**config.mk**
```make
export PLATFORM = sky130hd
export DESIGN_NAME = lfsp_mult
export DESIGN_NICKNAME = d
export VERILOG_FILES = /design/src/rtl/core/lfsp_pkg.sv /design/src/rtl/core/lfsp_mult.sv
export SDC_FILE = /design/constraint.sdc
export NUM_CORES = 2
export LEC_CHECK = 0
export BUFFER_PORTS_ARGS = -buffer_cell sky130_fd_sc_hd__buf_2
export CAP_MARGIN = 20
export CORE_ASPECT_RATIO = 0.7
export CORE_UTILIZATION = 40
export DETAILED_ROUTE_END_ITERATION = 12
export GPL_ROUTABILITY_DRIVEN = 0
export HOLD_SLACK_MARGIN = 0.1
export PLACE_DENSITY = 0.63
export SLEW_MARGIN = 20
export SYNTH_ARGS = -nofsm -noshare
export SYNTH_HDL_FRONTEND = slang
export SYNTH_SLANG_ARGS = --single-unit
```
**constraint.sdc**
```tcl
create_clock -name clock -period 10.3 [get_ports clock]
set_input_delay 0 -clock clock [delete_from_list [all_inputs] [get_ports clock]]
set_output_delay 0 -clock clock [all_outputs]
set_load 0.02 [all_outputs]
```
**src/rtl/core/lfsp_pkg.sv**
```systemverilog
// lfsp_pkg: shared widths, codes and stage payload types of the steering pid block
// depends on nothing; imported by every module under rtl/core
`default_nettype none

package lfsp_pkg;

   // sensor and error sample width
   localparam int SampleBits = 12;
   localparam int NumSamples = 7;
   localparam int ReqDataW   = ((NumSamples * SampleBits + 7) / 8) * 8;

   // field positions inside req_tdata
   localparam int SlotLeftEdge  = 0;
   localparam int SlotRightEdge = 1;
   localparam int SlotCenterA   = 2;
   localparam int SlotCenterB   = 3;
   localparam int SlotErrPlus   = 4;
   localparam int SlotErrMinus  = 5;
   localparam int SlotGain      = 6;

   localparam int SpeedW     = 8;
   localparam int ActionW    = 2;
   localparam int RspDataW   = 2 * SpeedW;
   localparam int ThrW       = 12;
   localparam int KiW        = 17;
   localparam int CsrAddrW   = 3;
   localparam int CsrDataW   = KiW;
   localparam int CmpW       = (SampleBits > ThrW) ? SampleBits : ThrW;

   // datapath widths
   localparam int ErrW       = SampleBits + 1;
   localparam int DiffW      = SampleBits + 2;
   localparam int PtermW     = SampleBits + 7;
   localparam int GainBaseW  = ((SampleBits > 10) ? SampleBits : 10) + 1;
   localparam int GainW      = GainBaseW + 3;
   localparam int PdProdW    = GainW + PtermW;
   localparam int IntW       = 32;
   localparam int ItProdW    = IntW + KiW;
   localparam int ItFracW    = 16;
   localparam int ItQW       = ItProdW - ItFracW;

   // largest magnitude of (1000 - gain) * 6 * (e + 10 * d)
   localparam longint SampleMax = (longint'(1) << SampleBits) - 1;
   localparam longint GainRefL  = 1000;
   localparam longint MaxGain   = 6 * ((GainRefL > SampleMax - GainRefL) ?
                                       GainRefL : (SampleMax - GainRefL));
   localparam longint MaxPterm  = 21 * SampleMax;
   localparam int     PdMagW    = $clog2(MaxGain * MaxPterm + 1);

   // exact floor division by 10000 through a reciprocal multiply
   localparam longint PdDivisor = 10000;
   localparam int     DivShift  = PdMagW + 14;
   localparam int     RecipW    = PdMagW + 1;
   localparam logic [RecipW-1:0] Recip =
      RecipW'(((longint'(1) << DivShift) + PdDivisor - 1) / PdDivisor);
   localparam int     PdScaledW = PdMagW + RecipW;
   localparam int     PdQW      = PdScaledW - DivShift;

   localparam int PidW       = ItQW + 1;
   localparam int SpdCalcW   = PidW + 1;

   localparam logic signed [GainBaseW-1:0] GainRef   = GainBaseW'(1000);
   localparam logic signed [IntW-1:0]      IntMax    = {1'b0, {(IntW-1){1'b1}}};
   localparam logic signed [IntW-1:0]      IntMin    = {1'b1, {(IntW-1){1'b0}}};
   localparam logic [ItFracW-1:0]          ItRound   = {ItFracW{1'b1}};
   localparam logic [SpeedW-1:0]           SpeedMax  = {SpeedW{1'b1}};

   // csr register indexes
   localparam logic [CsrAddrW-1:0] RegBaseSpeed    = 3'd0;
   localparam logic [CsrAddrW-1:0] RegThrEdgeLeft  = 3'd1;
   localparam logic [CsrAddrW-1:0] RegThrEdgeRight = 3'd2;
   localparam logic [CsrAddrW-1:0] RegThrCenterA   = 3'd3;
   localparam logic [CsrAddrW-1:0] RegThrCenterB   = 3'd4;
   localparam logic [CsrAddrW-1:0] RegIntegralGain = 3'd5;

   localparam logic [SpeedW-1:0] BaseSpeedRst = 8'd200;
   localparam logic [ThrW-1:0]   ThrRst       = 12'd2048;

   typedef enum logic [ActionW-1:0] {
      ActPivotLeft  = 2'd0,
      ActPivotRight = 2'd1,
      ActPid        = 2'd2,
      ActHold       = 2'd3
   } action_type;

   typedef struct packed {
      logic        [SpeedW-1:0] base_speed;
      logic        [ThrW-1:0]   thr_edge_left;
      logic        [ThrW-1:0]   thr_edge_right;
      logic        [ThrW-1:0]   thr_center_a;
      logic        [ThrW-1:0]   thr_center_b;
      logic signed [KiW-1:0]    integral_gain;
   } cfg_type;

   typedef struct packed {
      logic [SampleBits-1:0] sensor_left_edge;
      logic [SampleBits-1:0] sensor_right_edge;
      logic [SampleBits-1:0] sensor_center_a;
      logic [SampleBits-1:0] sensor_center_b;
      logic [SampleBits-1:0] error_plus;
      logic [SampleBits-1:0] error_minus;
      logic [SampleBits-1:0] gain_sample;
   } samp_type;

   typedef struct packed {
      action_type               action;
      logic signed [GainW-1:0]  gain;
      logic signed [PtermW-1:0] pterm;
      logic signed [IntW-1:0]   integ;
   } s2_type;

   typedef struct packed {
      action_type                action;
      logic signed [PdProdW-1:0] pd_prod;
      logic signed [ItProdW-1:0] it_prod;
   } s3_type;

   typedef struct packed {
      action_type              action;
      logic [PdScaledW-1:0]    pd_scaled;
      logic                    pd_neg;
      logic signed [ItQW-1:0]  it_q;
   } s4_type;

   // handshake of one pipeline stage
   typedef struct packed {
      logic valid;
      logic enable;
   } stage_ctl_type;

   typedef struct packed {
      logic load_s3;
      logic load_s4;
   } mult_ctl_type;

endpackage

`default_nettype wire

```
**src/rtl/core/lfsp_mult.sv**
```systemverilog
// lfsp_mult: proportional and integral products, then scaling by reciprocal and shift
// depends on lfsp_pkg
`default_nettype none

module lfsp_mult
   import lfsp_pkg::*;
(
   input  wire logic          clock,
   input  wire mult_ctl_type  ctl,
   input  wire s2_type        s2,
   input  wire logic signed [KiW-1:0] integral_gain,
   output      s4_type        s4_ff
);

   s3_type s3_ff;
   s3_type s3_in;
   s4_type s4_in;

   logic signed [PdProdW-1:0] pd_abs;
   logic [PdMagW-1:0]         pd_mag;
   logic signed [ItProdW-1:0] it_bias;

   always_comb begin
      s3_in.action  = s2.action;
      s3_in.pd_prod = PdProdW'($signed(s2.gain)) * PdProdW'($signed(s2.pterm));
      s3_in.it_prod = ItProdW'(integral_gain) * ItProdW'($signed(s2.integ));
   end

   always_comb begin
      pd_abs  = s3_ff.pd_prod[PdProdW-1] ? -$signed(s3_ff.pd_prod) : $signed(s3_ff.pd_prod);
      pd_mag  = pd_abs[PdMagW-1:0];
      // round toward zero before dropping the fraction
      it_bias = $signed(s3_ff.it_prod) +
                $signed(ItProdW'(s3_ff.it_prod[ItProdW-1] ? ItRound : '0));

      s4_in.action    = s3_ff.action;
      s4_in.pd_scaled = PdScaledW'(pd_mag) * PdScaledW'(Recip);
      s4_in.pd_neg    = s3_ff.pd_prod[PdProdW-1];
      s4_in.it_q      = it_bias[ItProdW-1:ItFracW];
   end

   always_ff @(posedge clock) begin
      if (ctl.load_s3) begin
         s3_ff <= s3_in;
      end
      if (ctl.load_s4) begin
         s4_ff <= s4_in;
      end
   end

endmodule

`default_nettype wire

```
# After elaboration in Yosys (flattened, before gate mapping)
# Index checks and enable logic that the tools add are counted.
dict set report classes {
  n_mux 2
  mul 3
  add_sub_neg 2
}
# cell count
set op_table {}
lappend op_table {{$mul 31x32->63 const B} 1}
lappend op_table {{$add 49x17->49} 1}
lappend op_table {{$mul 17x32->49} 1}
lappend op_table {{$mul 16x19->35} 1}
lappend op_table {{$mux 31} 1}
lappend op_table {{$neg 31->31} 1}
lappend op_table {{$mux 16} 1}
dict set report totals {
  register_bits 185
}

# Longest topological paths before layout
dict set report logic_depth {
  depth_word 3
  mapped_depth 35
  ltp_nobuf 34
}

# Worst setup path before layout
# No wires, ideal clock.
dict set report synth_timing {
  kind {flip-flop to flip-flop}
  from {reg s3_ff[49] in the netlist's numbering}
  to {reg s4_ff[96] in the netlist's numbering, data pin}
  path_stages_with_launch 33
  path_buffers 0
  arrival_time_ps 9088
  setup_slack_ps 949
  period_less_slack_ps 9351
  required_ps 10037
  path_cell_list {edfxtp_1 > inv_1 > ha_1 > nand2b_1 > or4_1 > or3_1 > o41ai_1 > xnor2_1 > ha_1 > inv_1 > fa_1 > inv_1 > fa_1 > fa_1 > inv_1 > fa_1 > inv_1 > fa_1 > fa_1 > inv_1 > fa_1 > inv_1 > ha_1 > a21oi_1 > o21ai_0 > o21a_1 > o21ai_0 > o311ai_4 > a31oi_2 > o31a_1 > nor3_2 > o211a_1 > a2111o_1}
}
# item line
set synth_rtl {}
lappend synth_rtl {{start, declared} lfsp_mult.sv:15} ;# s3_type s3_ff;
lappend synth_rtl {{start signal, assigned} lfsp_mult.sv:44} ;# s3_ff <= s3_in;
lappend synth_rtl {{end signal, assigned} lfsp_mult.sv:47} ;# s4_ff <= s4_in;
lappend synth_rtl {{end, declared} lfsp_mult.sv:12} ;# output s4_type s4_ff

==> results.rst <==
.. list-table::
   :header-rows: 1

   * - Metric
     - Value
   * - Result of the run
     - completed
   * - Tightest Pin Transition
     - 1.06 ns
   * - Fmax achieved
     - 102 MHz
   * - Io pins
     - 188
   * - Worst reg-to-reg path cell count
     - 31
   * - Row count
     - 112
   * - Fin Clk Skew
     - 0.0210 ns
   * - Routed len/inst
     - 20.2 um
   * - CTS max path bufs
     - 2
   * - Crit-path max cell delay
     - 0.64 ns
   * - Max capacitance violation total
     - 0
   * - R2r startpoint
     - s3_ff[49]$_DFFE_PP_
   * - Master of the slowest instance on the critical path
     - fa_1
   * - Register-to-register setup slack
     - 0.45 ns
   * - Net count of the mapped netlist
     - 7326
   * - Number of nets in the finished design
     - 7402
   * - Chip width
     - 441 um
   * - DR vias
     - 37.0k
   * - Share of cells above drive strength 1
     - 5.08%
   * - Height of the chip
     - 310 um
   * - Multi-input gate area in the final layout
     - 0.0427 mm^2
   * - Starting density of the core
     - 40.4%
   * - Most common cell on crit path
     - fa_1
   * - Rel. slew slack
     - 28.6%
   * - TritonCTS clock tree
     - done
   * - Critical path launch point type
     - flop
   * - Cell variety after synth
     - 68
   * - Reg2reg end
     - s4_ff[96]$_DFFE_PP_
   * - I/O Buffers
     - 187
   * - Setup-failing EPs final
     - 0
   * - Sequential cell area
     - 0.00547 mm^2
   * - Critical Path RT
     - 10.57 ns
   * - Relative area change from synthesis to final layout
     - 6.40%
   * - Largest net degree at the start of global routing
     - 63
   * - Area of the core
     - 0.134 mm^2
   * - Post-Synthesis Mean Instance Area
     - 10.0 um^2
   * - Critical path arrival
     - 10.12 ns
   * - Total negative setup slack
     - 0 ns
   * - DRC violations left
     - 0
   * - Post-synth top flop
     - edfxtp_1
   * - Hold path endpoint
     - s4_ff[44]$_DFFE_PP_
   * - TritonCTS buffer count
     - 17
   * - Leading cell types in the layout, fill and taps excluded
     - inv_1, fa_1, nand2_1, ha_1, and2_1
   * - Count of final hold-check violations
     - 0
   * - Share of flip-flops with an asynchronous set or reset
     - 0%
   * - Count of clock tree sinks
     - 182
   * - Grt ovf
     - 0
   * - Per-cell via count in the routed design
     - 5.10
   * - Number of global-route vias before repair
     - 39.4k
   * - DR pass1 iterations
     - 6
   * - Tmin final
     - 9.85 ns
   * - Crit path max fanout
     - 8
   * - Most common cell after layout, fill and taps aside
     - inv_1
   * - Count of mapped cells out of synthesis
     - 5407
   * - CP Capture Type
     - flop
   * - Slew Viols, Final
     - 0
   * - Die area
     - 0.137 mm^2
   * - Global-route wire length before repair
     - 232000 um
   * - Antenna-violating nets left
     - 0
   * - Path type of the worst min-delay path
     - primary input to flop
   * - Clock transition at the registers of the reported paths
     - 0.09 ns
   * - Fill cell instance count of the final layout
     - 12.9k
   * - Synth Register Bits
     - 182
   * - Detailed Route Iter0 Violations
     - 3027
   * - Placed wire-length estimate
     - 124000 um
   * - Routed WL
     - 147000 um
   * - Post-CTS setup buffer count
     - 0
   * - Crit path kind
     - flop to flop
   * - Cell area after synthesis
     - 0.0541 mm^2
   * - Number of cells on the worst hold path
     - 1
   * - Master cell of the clock root buffer
     - clkbuf_16
   * - All-layer global routing usage
     - 22.3%
   * - Number of flops mapped to enable cells by yosys
     - 182
   * - Insertion delay to the later sink of the worst-skew pair
     - 0.52 ns
   * - RSZ-0062 raised after global routing
     - false
   * - Share of the yosys chip area belonging to registers
     - 10.1%
   * - Final Cycle Share
     - 95.6%
   * - Depth of the CTS H-tree
     - 4
   * - Yosys warning count
     - 0
   * - Hold Crit Start
     - ctl[0]
   * - Antenna violations before repair
     - 3
[cell usage after synthesis (all sizes together) (5+ instances only)]
| cell | instances | area, um^2 |
|---|---|---|
| nand2 | 581 | 2180 |
| nor4 | 9 | 68.8 |
| a311oi | 6 | 52.6 |
| nand4 | 24 | 150 |
| and3 | 21 | 131 |
| nor2b | 17 | 106 |
| a21boi | 5 | 41.3 |
| a31oi | 15 | 100 |
| clkbuf | 159 | 597 |
| nor3 | 25 | 135 |
| o41ai | 8 | 77.6 |
| o21ai | 72 | 360 |
| o211ai | 7 | 52.6 |
| inv | 1422 | 5340 |
| edfxtp | 182 | 5470 |
| a21oi | 125 | 626 |
| nor2 | 61 | 229 |
| nand3 | 45 | 225 |
| xor2 | 54 | 473 |
| a21o | 63 | 473 |
| and2 | 306 | 1910 |
| o31ai | 16 | 125 |
| fa | 1251 | 25000 |
| xnor2 | 152 | 1330 |
| a211oi | 10 | 85.1 |
| a31o | 8 | 70.1 |
| a2111oi | 5 | 43.8 |
| or3 | 8 | 50.1 |
| or4 | 6 | 45.0 |
| nand2b | 67 | 419 |
| or2 | 5 | 31.3 |
| ha | 579 | 7240 |
| o21a | 20 | 150 |
| o2111ai | 8 | 70.1 |
| o21bai | 22 | 165 |
[worst max-delay path: cells and delay by family, from the launching register on]
| family | cells | cell delay (ns) |
|---|---|---|
| AO/OA/AOI/OAI | 9 | 2.39 |
| flip-flops | 1 | 0.42 |
| adder cells (fa/ha/maj) | 10 | 4.46 |
| AND/OR/NAND/NOR | 5 | 1.21 |
| XOR/XNOR | 1 | 0.37 |
| buffers and inverters | 6 | 0.76 |
[layout make-up]
class | count | share of cell area, %
well taps | 1767 | 3.84
inverters | 1422 | 9.28
multi-input cells | 3641 | 74.3
diodes | 2 | 0.00870
repair buffers | 219 | 2.08
flip-flops and latches | 182 | 9.50
clock buffers | 17 | 0.740
clock inverters | 13 | 0.294
[registers in the layout (all words and copies together) (netlist names)]
name,flops
s4_ff,99
s3_ff,83
[layer usage]
metal  vias to the layer above  track usage, %  routed length [um]
met2                      1489            31.7               60500
met5                         -               0                  13
met3                       133            7.34               16400
met4                         2            4.16                2620
li1                      16400               -                   -
met1                     19000            33.1               67300
[through the flow]
stage,instance area [um^2],worst slack (ns),cells,hold WS [ns],util (%)
2_1_floorplan,54100,0.949,5407,0.0989,-
3_3_place_gp,56800,0.496,7226,0.178,42.5
3_5_place_dp,56800,0.316,7226,0.181,42.5
4_1_cts,57500,0.287,7261,0.109,43.0
5_1_grt,57500,0.0137,7262,0.124,43.0
6_report,57500,0.448,7263,0.116,43.0
[worst max path at each step]
stage                              startpoint                  end  slack [ns]  depth (start not counted)
final                     s3_ff[49]$_DFFE_PP_  s4_ff[96]$_DFFE_PP_        0.45                         31
after global routing      s3_ff[49]$_DFFE_PP_  s4_ff[96]$_DFFE_PP_        0.01                         30
after CTS                 s3_ff[49]$_DFFE_PP_  s4_ff[93]$_DFFE_PP_        0.29                         32
after detailed placement  s3_ff[49]$_DFFE_PP_  s4_ff[93]$_DFFE_PP_        0.32                         32
after global placement    s3_ff[83]$_DFFE_PP_  s4_ff[93]$_DFFE_PP_        0.50                         26
after floorplan           s3_ff[49]$_DFFE_PP_  s4_ff[96]$_DFFE_PP_        0.95                         32
[kinds of logic after synthesis]
family | after synthesis | synth area share [%]
DFF | 182 | 10.1
xor gates and xnor gates | 206 | 3.34
adders and majority gates | 1830 | 59.7
and+or+nand+nor | 1186 | 10.7
AOI/OAI and AO/OA | 419 | 5.13
buffers and inverters | 1584 | 11.0
[timing repair]
| action | CTS | global route |
|---|---|---|
| hold buffers | 5 | 0 |
| endpoints found under the setup margin | 0 | 5 |
| hold endpoints to repair | 25 | 0 |
| gates resized for setup | 0 | 7 |
Power is not shown: default switching activity piles up to over one toggle a cycle in this logic, so the estimate is an artifact.
