`config.mk`:
```
export PLATFORM = sky130hd
export DESIGN_NAME = lfsp_out
export DESIGN_NICKNAME = d
export VERILOG_FILES = /design/src/rtl/core/lfsp_pkg.sv /design/src/rtl/core/lfsp_out.sv
export SDC_FILE = /design/constraint.sdc
export NUM_CORES = 1
export LEC_CHECK = 0
export BUFFER_PORTS_ARGS = -buffer_cell sky130_fd_sc_hd__buf_2
export CAP_MARGIN = 25
export CORE_ASPECT_RATIO = 1.25
export CORE_UTILIZATION = 55
export DETAILED_ROUTE_END_ITERATION = 10
export PLACE_DENSITY = 0.86
export SYNTH_ARGS = -nofsm -noshare
export SYNTH_HDL_FRONTEND = slang
export SYNTH_SLANG_ARGS = --single-unit
```
`constraint.sdc`:
```
create_clock -name clock -period 6.44 [get_ports clock]
set_clock_uncertainty 0.05 [all_clocks]
set_input_delay 0 -clock clock [delete_from_list [all_inputs] [get_ports clock]]
set_output_delay 0 -clock clock [all_outputs]
set_load 0.02 [all_outputs]
```
`src/rtl/core/lfsp_pkg.sv`:
```
// lfsp_pkg: shared widths, codes and stage payload types of the steering pid block
// depends on nothing; imported by every module under rtl/core
`default_nettype none

package lfsp_pkg;

   // sensor and error sample width
   localparam int SampleBits = 12;
   localparam int NumSamples = 7;
   localparam int ReqDataW   = ((NumSamples * SampleBits + 7) / 8) * 8;

   // field positions inside req_tdata
   localparam int SlotLeftEdge  = 0;
   localparam int SlotRightEdge = 1;
   localparam int SlotCenterA   = 2;
   localparam int SlotCenterB   = 3;
   localparam int SlotErrPlus   = 4;
   localparam int SlotErrMinus  = 5;
   localparam int SlotGain      = 6;

   localparam int SpeedW     = 8;
   localparam int ActionW    = 2;
   localparam int RspDataW   = 2 * SpeedW;
   localparam int ThrW       = 12;
   localparam int KiW        = 17;
   localparam int CsrAddrW   = 3;
   localparam int CsrDataW   = KiW;
   localparam int CmpW       = (SampleBits > ThrW) ? SampleBits : ThrW;

   // datapath widths
   localparam int ErrW       = SampleBits + 1;
   localparam int DiffW      = SampleBits + 2;
   localparam int PtermW     = SampleBits + 7;
   localparam int GainBaseW  = ((SampleBits > 10) ? SampleBits : 10) + 1;
   localparam int GainW      = GainBaseW + 3;
   localparam int PdProdW    = GainW + PtermW;
   localparam int IntW       = 32;
   localparam int ItProdW    = IntW + KiW;
   localparam int ItFracW    = 16;
   localparam int ItQW       = ItProdW - ItFracW;

   // largest magnitude of (1000 - gain) * 6 * (e + 10 * d)
   localparam longint SampleMax = (longint'(1) << SampleBits) - 1;
   localparam longint GainRefL  = 1000;
   localparam longint MaxGain   = 6 * ((GainRefL > SampleMax - GainRefL) ?
                                       GainRefL : (SampleMax - GainRefL));
   localparam longint MaxPterm  = 21 * SampleMax;
   localparam int     PdMagW    = $clog2(MaxGain * MaxPterm + 1);

   // exact floor division by 10000 through a reciprocal multiply
   localparam longint PdDivisor = 10000;
   localparam int     DivShift  = PdMagW + 14;
   localparam int     RecipW    = PdMagW + 1;
   localparam logic [RecipW-1:0] Recip =
      RecipW'(((longint'(1) << DivShift) + PdDivisor - 1) / PdDivisor);
   localparam int     PdScaledW = PdMagW + RecipW;
   localparam int     PdQW      = PdScaledW - DivShift;

   localparam int PidW       = ItQW + 1;
   localparam int SpdCalcW   = PidW + 1;

   localparam logic signed [GainBaseW-1:0] GainRef   = GainBaseW'(1000);
   localparam logic signed [IntW-1:0]      IntMax    = {1'b0, {(IntW-1){1'b1}}};
   localparam logic signed [IntW-1:0]      IntMin    = {1'b1, {(IntW-1){1'b0}}};
   localparam logic [ItFracW-1:0]          ItRound   = {ItFracW{1'b1}};
   localparam logic [SpeedW-1:0]           SpeedMax  = {SpeedW{1'b1}};

   // csr register indexes
   localparam logic [CsrAddrW-1:0] RegBaseSpeed    = 3'd0;
   localparam logic [CsrAddrW-1:0] RegThrEdgeLeft  = 3'd1;
   localparam logic [CsrAddrW-1:0] RegThrEdgeRight = 3'd2;
   localparam logic [CsrAddrW-1:0] RegThrCenterA   = 3'd3;
   localparam logic [CsrAddrW-1:0] RegThrCenterB   = 3'd4;
   localparam logic [CsrAddrW-1:0] RegIntegralGain = 3'd5;

   localparam logic [SpeedW-1:0] BaseSpeedRst = 8'd200;
   localparam logic [ThrW-1:0]   ThrRst       = 12'd2048;

   typedef enum logic [ActionW-1:0] {
      ActPivotLeft  = 2'd0,
      ActPivotRight = 2'd1,
      ActPid        = 2'd2,
      ActHold       = 2'd3
   } action_type;

   typedef struct packed {
      logic        [SpeedW-1:0] base_speed;
      logic        [ThrW-1:0]   thr_edge_left;
      logic        [ThrW-1:0]   thr_edge_right;
      logic        [ThrW-1:0]   thr_center_a;
      logic        [ThrW-1:0]   thr_center_b;
      logic signed [KiW-1:0]    integral_gain;
   } cfg_type;

   typedef struct packed {
      logic [SampleBits-1:0] sensor_left_edge;
      logic [SampleBits-1:0] sensor_right_edge;
      logic [SampleBits-1:0] sensor_center_a;
      logic [SampleBits-1:0] sensor_center_b;
      logic [SampleBits-1:0] error_plus;
      logic [SampleBits-1:0] error_minus;
      logic [SampleBits-1:0] gain_sample;
   } samp_type;

   typedef struct packed {
      action_type               action;
      logic signed [GainW-1:0]  gain;
      logic signed [PtermW-1:0] pterm;
      logic signed [IntW-1:0]   integ;
   } s2_type;

   typedef struct packed {
      action_type                action;
      logic signed [PdProdW-1:0] pd_prod;
      logic signed [ItProdW-1:0] it_prod;
   } s3_type;

   typedef struct packed {
      action_type              action;
      logic [PdScaledW-1:0]    pd_scaled;
      logic                    pd_neg;
      logic signed [ItQW-1:0]  it_q;
   } s4_type;

   // handshake of one pipeline stage
   typedef struct packed {
      logic valid;
      logic enable;
   } stage_ctl_type;

   typedef struct packed {
      logic load_s3;
      logic load_s4;
   } mult_ctl_type;

endpackage

`default_nettype wire

```
`src/rtl/core/lfsp_out.sv`:
```
// lfsp_out: wheel speed sum and clamp, held speeds and the result register
// depends on lfsp_pkg
`default_nettype none

module lfsp_out
   import lfsp_pkg::*;
(
   input  wire logic              clock,
   input  wire logic              reset,
   input  wire stage_ctl_type     ctl,
   input  wire s4_type            s4,
   input  wire logic [SpeedW-1:0] base_speed,
   output      logic              rsp_valid_ff,
   output      logic [SpeedW-1:0] left_ff,
   output      logic [SpeedW-1:0] right_ff,
   output      action_type        action_ff
);

   logic [SpeedW-1:0] held_left_ff;
   logic [SpeedW-1:0] held_right_ff;

   logic [PdQW-1:0]            pd_q;
   logic signed [PidW-1:0]     pd_x;
   logic signed [PidW-1:0]     pd_s;
   logic signed [PidW-1:0]     pid;
   logic signed [SpdCalcW-1:0] left_raw;
   logic signed [SpdCalcW-1:0] right_raw;
   logic [SpeedW-1:0]          left_pid;
   logic [SpeedW-1:0]          right_pid;
   logic [SpeedW-1:0]          left_in;
   logic [SpeedW-1:0]          right_in;

   function automatic logic [SpeedW-1:0] clamp_speed(input logic signed [SpdCalcW-1:0] v);
      logic [SpeedW-1:0] r;
      if (v[SpdCalcW-1]) begin
         r = '0;
      end else if (|v[SpdCalcW-2:SpeedW]) begin
         r = SpeedMax;
      end else begin
         r = v[SpeedW-1:0];
      end
      return r;
   endfunction

   always_comb begin
      pd_q      = s4.pd_scaled[DivShift +: PdQW];
      pd_x      = $signed(PidW'(pd_q));
      pd_s      = s4.pd_neg ? -pd_x : pd_x;
      pid       = pd_s + PidW'($signed(s4.it_q));
      left_raw  = $signed(SpdCalcW'(base_speed)) - SpdCalcW'(pid);
      right_raw = $signed(SpdCalcW'(base_speed)) + SpdCalcW'(pid);
      left_pid  = clamp_speed(left_raw);
      right_pid = clamp_speed(right_raw);

      case (s4.action)
         ActPivotLeft: begin
            left_in  = '0;
            right_in = base_speed;
         end
         ActPivotRight: begin
            left_in  = base_speed;
            right_in = '0;
         end
         ActPid: begin
            left_in  = left_pid;
            right_in = right_pid;
         end
         default: begin
            left_in  = held_left_ff;
            right_in = held_right_ff;
         end
      endcase
   end

   always_ff @(posedge clock) begin
      if (reset) begin
         rsp_valid_ff  <= 1'b0;
         held_left_ff  <= '0;
         held_right_ff <= '0;
      end else if (ctl.enable) begin
         rsp_valid_ff <= ctl.valid;
         if (ctl.valid) begin
            held_left_ff  <= left_in;
            held_right_ff <= right_in;
         end
      end
   end

   always_ff @(posedge clock) begin
      if (ctl.enable && ctl.valid) begin
         left_ff   <= left_in;
         right_ff  <= right_in;
         action_ff <= s4.action;
      end
   end

`ifndef SYNTH
   a_reset_empty: assert property (@(posedge clock) reset |=> !rsp_valid_ff)
      else $error("result valid right after reset");

   a_pivot_left: assert property (@(posedge clock) disable iff (reset)
      (rsp_valid_ff && (action_ff == ActPivotLeft)) |-> (left_ff == '0))
      else $error("pivot left with left wheel running");

   a_pivot_right: assert property (@(posedge clock) disable iff (reset)
      (rsp_valid_ff && (action_ff == ActPivotRight)) |-> (right_ff == '0))
      else $error("pivot right with right wheel running");

   a_hold_repeats: assert property (@(posedge clock) disable iff (reset)
      (ctl.enable && ctl.valid && (s4.action == ActHold)) |=>
      ((left_ff == $past(held_left_ff)) && (right_ff == $past(held_right_ff))))
      else $error("hold result differs from held speeds");

   a_held_tracks: assert property (@(posedge clock) disable iff (reset)
      (ctl.enable && ctl.valid) |=>
      ((held_left_ff == left_ff) && (held_right_ff == right_ff)))
      else $error("held speeds out of step with last result");
`endif

endmodule

`default_nettype wire
```
* Word-level counts from Yosys, hierarchy flattened *
Cells that the tools add are included.

storage, ports and cells
  bits in registers = 35
  output and inout port bits = 19
  logic and storage cells = 24

cells by class
  $add $sub $neg = 4
  equal/unequal tests = 2
  multiplexer cells = 7
  reductions and logical operators = 5

operators with widths
  kind                                           number
  OR reduction 26 bit                            2
  case mux 8 bit (3 select lines)                2
  adder 9 x 34 -> 35 bit                         1
  subtractor 9 x 34 -> 35 bit                    1
  adder 34 x 33 -> 34 bit                        1
  2-to-1 mux 34 bit                              1
  negation 18 -> 34 bit                          1
  2-to-1 mux 8 bit                               4
  == test 2 x 1 -> 1 bit, second input constant  1
  == test 2 bit, second input constant           1
  logical NOT 2 bit                              1
  AND reduction 2 bit                            1
  logical AND 1 bit                              1

* Longest topological paths before layout *
  depth after elaboration = 8
  mapped depth = 26
  depth with buffers taken out = 25

* Worst setup path after synthesis *
No wires, ideal clock.

  kind = input -> register
  start point = in s4[81] (netlist bit)
  end point = reg right_ff[1] (data pin)
  stages on the path = 22
  setup time = 261 ps
  setup slack = 1112 ps
  data arrival time = 5017 ps
  cells stage by stage = nor3_1 and3b_1 nand2_1 or3_1 clkbuf_1 o21ai_0 xnor2_1 ha_1 clkbuf_1 nand2_1 o21a_1 o21a_1 nor2b_1 a211oi_1 nand2_1 or4_1 nor3_1 mux2i_1 and4_1 clkbuf_1 nand4b_1 a221o_1

on the way
  cells in the longest elaborated chain, start to end = 8

RTL lines
  item                               line            source
  from (decl)                        lfsp_out.sv:11  input wire s4_type s4,
  negation 18 -> 34 bit              lfsp_out.sv:48  pd_s = s4.pd_neg ? -pd_x : pd_x;
  2-to-1 mux 34 bit *                lfsp_out.sv:48
  adder 34 x 33 -> 34 bit *          lfsp_out.sv:49  pid = pd_s + PidW'($signed(s4.it_q));
  adder 9 x 34 -> 35 bit *           lfsp_out.sv:51  right_raw = $signed(SpdCalcW'(base_speed)) + SpdCalcW'(pid);
  OR reduction 26 bit                lfsp_out.sv:37  end else if (|v[SpdCalcW-2:SpeedW]) begin
  2-to-1 mux 8 bit                   lfsp_out.sv:37
  2-to-1 mux 8 bit *                 lfsp_out.sv:35  if (v[SpdCalcW-1]) begin
  case mux 8 bit (3 select lines) *  lfsp_out.sv:55  case (s4.action)
  named net right_in[1]              lfsp_out.sv:31  logic [SpeedW-1:0] right_in;
  to (signal assigned)               lfsp_out.sv:92  right_ff <= right_in;
  to (decl)                          lfsp_out.sv:15  output logic [SpeedW-1:0] right_ff,

The timed path passes the listed nets; every way through them passes the cells marked *.
A chain may end at the register's enable or synchronous reset.

* Worst setup path in the final report *
  start point = in s4[81] (netlist bit)
  end point = reg right_ff[7] (data pin)

Same word-level chain as after synthesis.

==> qor.csv <==
metric;value;unit
Final ANT Viol Nets;0;
CTS Sinks;35;
H-tree Lvls;2;
CP Max Fanout;10;
Worst EP required;6410;ps
Seq/Total Area, Yosys;13.37;%
initial core utilization;56.70;%
Filler cells;1054;
DP Cell Count;1082;
num rows;44;
Mapped Cells;872;
# resized after CTS;0;
Worst-Skew Late Latency;280;ps
total CTS buffers;5;
Sw Share;46.74;%
final instance area;7246;um^2
Hold Vio Cnt, Final;0;
Seq cells post-synth;35;
Vias/cell;6.556;
Die Y-Extent;124.3;um
Max Root-Sink Buffers;2;
global-route wire length before repair;30.13;mm
HPWL after detailed placement;14.27;mm
Hold Path Cell Cnt;3;
residual DRC count;0;
Tmin final;5949;ps
# port buffers;84;
Synth Net Count;1037;
dominant synthesized flop cell;edfxtp_1;
Final Instance Count excl. Fillers;1091;
leak pwr;2.857;nW
Reg-to-Reg End;held_left_ff[6]$_SDFFE_PP0P_;
slew margin rel.;36.66;%
via count;7153;
die extent in x;99.88;um
largest net degree at the start of global routing;34;
crit path from;s4[81];
Routed WL;18.01;mm
Worst-Margin Slew;942.9;ps
Syn Area/Cell;7.553;um^2
reg2reg setup slack;5010;ps
Pwr Density;207.6;nW/um^2
TritonCTS clock tree;yes;
# diodes;0;
setup TNS;0;ps
register share of total power;16.9;%
WP data arrival;5920;ps
Setup Fix Bufs, Post-CTS;0;
Post-synth EDFFs;18;
P&R area growth vs syn;10.01;%
share of cells above drive strength 1;14.84;%
Synth async-reset ratio;0;%
crit path kind;input pin to flop;
outcome;finished clean;
type of the worst min-delay path;input pin to flop;
Synth Warn #;0;
Netlist cell types;89;
core area;11620;um^2
Setup WS pre-CTS;316.4;ps
footprint of the multi-input gates;5378;um^2
max cap viols;0;
clock group share of total power;18.0;%
P_int;0.8010;mW
most common cell after layout, fill and taps aside;buf_2;
Logic pwr share;65.0;%
Startpoint Class;input pin;
top-level I/O count;130;
DR iter-0 viols;486;
Switch Pwr;0.7029;mW
max-slew violations;0;
CTS root buf;clkbuf_16;
final worst setup slack;490.5;ps
nets;1094;
most frequent cells in the layout;84 x buf_2, 74 x nand2_1, 64 x nor2_1;
Tcrit/Tclk final;92.38;%
Initial DRT Pass Iterations;7;
GP Congestion;0.9250;
CTS clock-pin slew for the worst setup and hold paths;50;ps
Reg-to-Reg Start;held_left_ff[6]$_SDFFE_PP0P_;
Max Freq;168.1;MHz
mapped cell area;6586;um^2
unrepaired setup endpoints after global routing;false;
initial antenna violation count;0;
worst IR drop on VDD;153.6;uV
Placement Cell Area;7072;um^2
Total GRT Usage;28.78;%
vias in the first global route;6584;
hold_buf cts;1;
post-layout util;62.38;%
sequential cell area;880.8;um^2
r2r worst-path depth;5;
CP Capture Point;right_ff[7]$_DFFE_PP_;
grt total ovfl;0;
Die Area;12420;um^2
# setup viols final;0;
Worst Setup End Kind;flop;
drt wl/cell;16.50;um
[state kept, by name, summed over array words and instances (netlist names)]
name           cells
held_left_ff       8
held_right_ff      8
left_ff            8
right_ff           8
action_ff          2
rsp_valid_ff       1
[worst max-delay path, cell delays in order]
cell and delay, ps:
buf_2 130, nor3_1 310, nand4b_1 230, or3_1 560
o31a_1 310, xor2_1 150, ha_1 470, nand2_1 170
nor2_1 270, nand4_1 190, o221ai_1 490, or3_1 250
nand3_1 220, or4_1 660, nor3_1 270, mux2i_1 280
and4_1 410, nand4_1 190, a221o_1 380
[synthesized netlist by cell type (4+ instances only)]
master     number  share of area, %
nand4_1        30               2.8
or4_1          10               1.1
o31ai_1        12               1.4
or3_1          17               1.6
o211ai_1       17               1.9
a22oi_1        12               1.4
o211a_1        10               1.5
nor2_1         64               3.6
xnor2_1        42               5.6
o21ai_1         8              0.61
a211o_1         4              0.53
o21ai_0        34               2.6
a31oi_1         7              0.66
o2bb2ai_1       8               1.1
mux2_2          4              0.68
and2_1          8              0.76
a21oi_1        60               4.6
clkbuf_1       32               1.8
mux2i_1         7               1.1
and3_1         17               1.6
nor3_1         29               2.2
dfxtp_1        17               5.2
buf_2           7              0.53
inv_1          28               1.6
buf_6           4              0.68
nor4_1          8              0.76
nand2b_1       12               1.1
o21bai_1        7              0.80
nand3_1        20               1.5
xor2_1         12               1.6
and4_1          4              0.53
nand2_1        74               4.2
ha_1           51               9.7
nor2b_1         8              0.76
a21o_1         15               1.7
edfxtp_1       18               8.2
a21oi_2         5              0.66
o22ai_1         5              0.47
o31a_1         18               2.4
a211oi_1       12               1.4
o21a_1         18               2.1
a221o_1        10               1.5
nand4b_1        5              0.66
[logic make-up after synthesis]
group	count (synthesis)	synth area share, %
muxes	11	1.748
DFF	35	13.37
and+or+nand+nor	333	27.47
xor gates and xnor gates	55	7.428
buffers and inverters	75	4.977
AOI/OAI and AO/OA	309	34.40
adders and majority gates	54	10.60
[worst min path at each step]
stage,start,slack (ps),end
after floorplan,s4[97],50,action_ff[0]$_DFFE_PP_
after global placement,ctl[0],230,rsp_valid_ff$_SDFFE_PP0P_
after detailed placement,ctl[0],230,rsp_valid_ff$_SDFFE_PP0P_
after CTS,base_speed[0],60,held_right_ff[0]$_SDFFE_PP0P_
after global routing,base_speed[6],70,held_right_ff[6]$_SDFFE_PP0P_
final,base_speed[0],60,held_right_ff[0]$_SDFFE_PP0P_
[cell type report]
class                   instances  share of cell area [%]
clock inverters                 3                  0.5353
clock buffers                   5                   1.727
well taps                     161                   2.780
repair buffers                 96                   7.080
multi-input cells             762                   74.22
inverters                      29                   1.502
flip-flops and latches         35                   12.16
[metal layers]
| layer | part of all wire (%) | wire length [um] | vias up | track usage (%) |
|---|---|---|---|---|
| li1 | - | - | 3507 | - |
| met1 | 42 | 7603 | 3289 | 35.35 |
| met2 | 50 | 8997 | 305 | 52.01 |
| met3 | 4.8 | 869 | 52 | 1.627 |
| met4 | 3.0 | 534 | 0 | 10.55 |
| met5 | 0 | 0 | - | 0 |
[power by group through the flow]
stage          sequential (mW)  combinational [mW]  clock (mW)
2_1_floorplan            0.269               0.731           0
3_3_place_gp             0.259               0.936           0
3_5_place_dp             0.259               0.952           0
4_1_cts                  0.255               0.960       0.269
5_1_grt                  0.256                1.08       0.279
6_report                 0.255               0.978       0.271
[stage by stage]
step / hold slack [ps] / total power [mW]
after floorplan: 48.87 / 0.9997
after global placement: 233.8 / 1.194
after detailed placement: 233.0 / 1.212
after CTS: 58.91 / 1.484
after global routing: 69.08 / 1.612
final: 56.75 / 1.504
(Power assumes the default switching activity.)
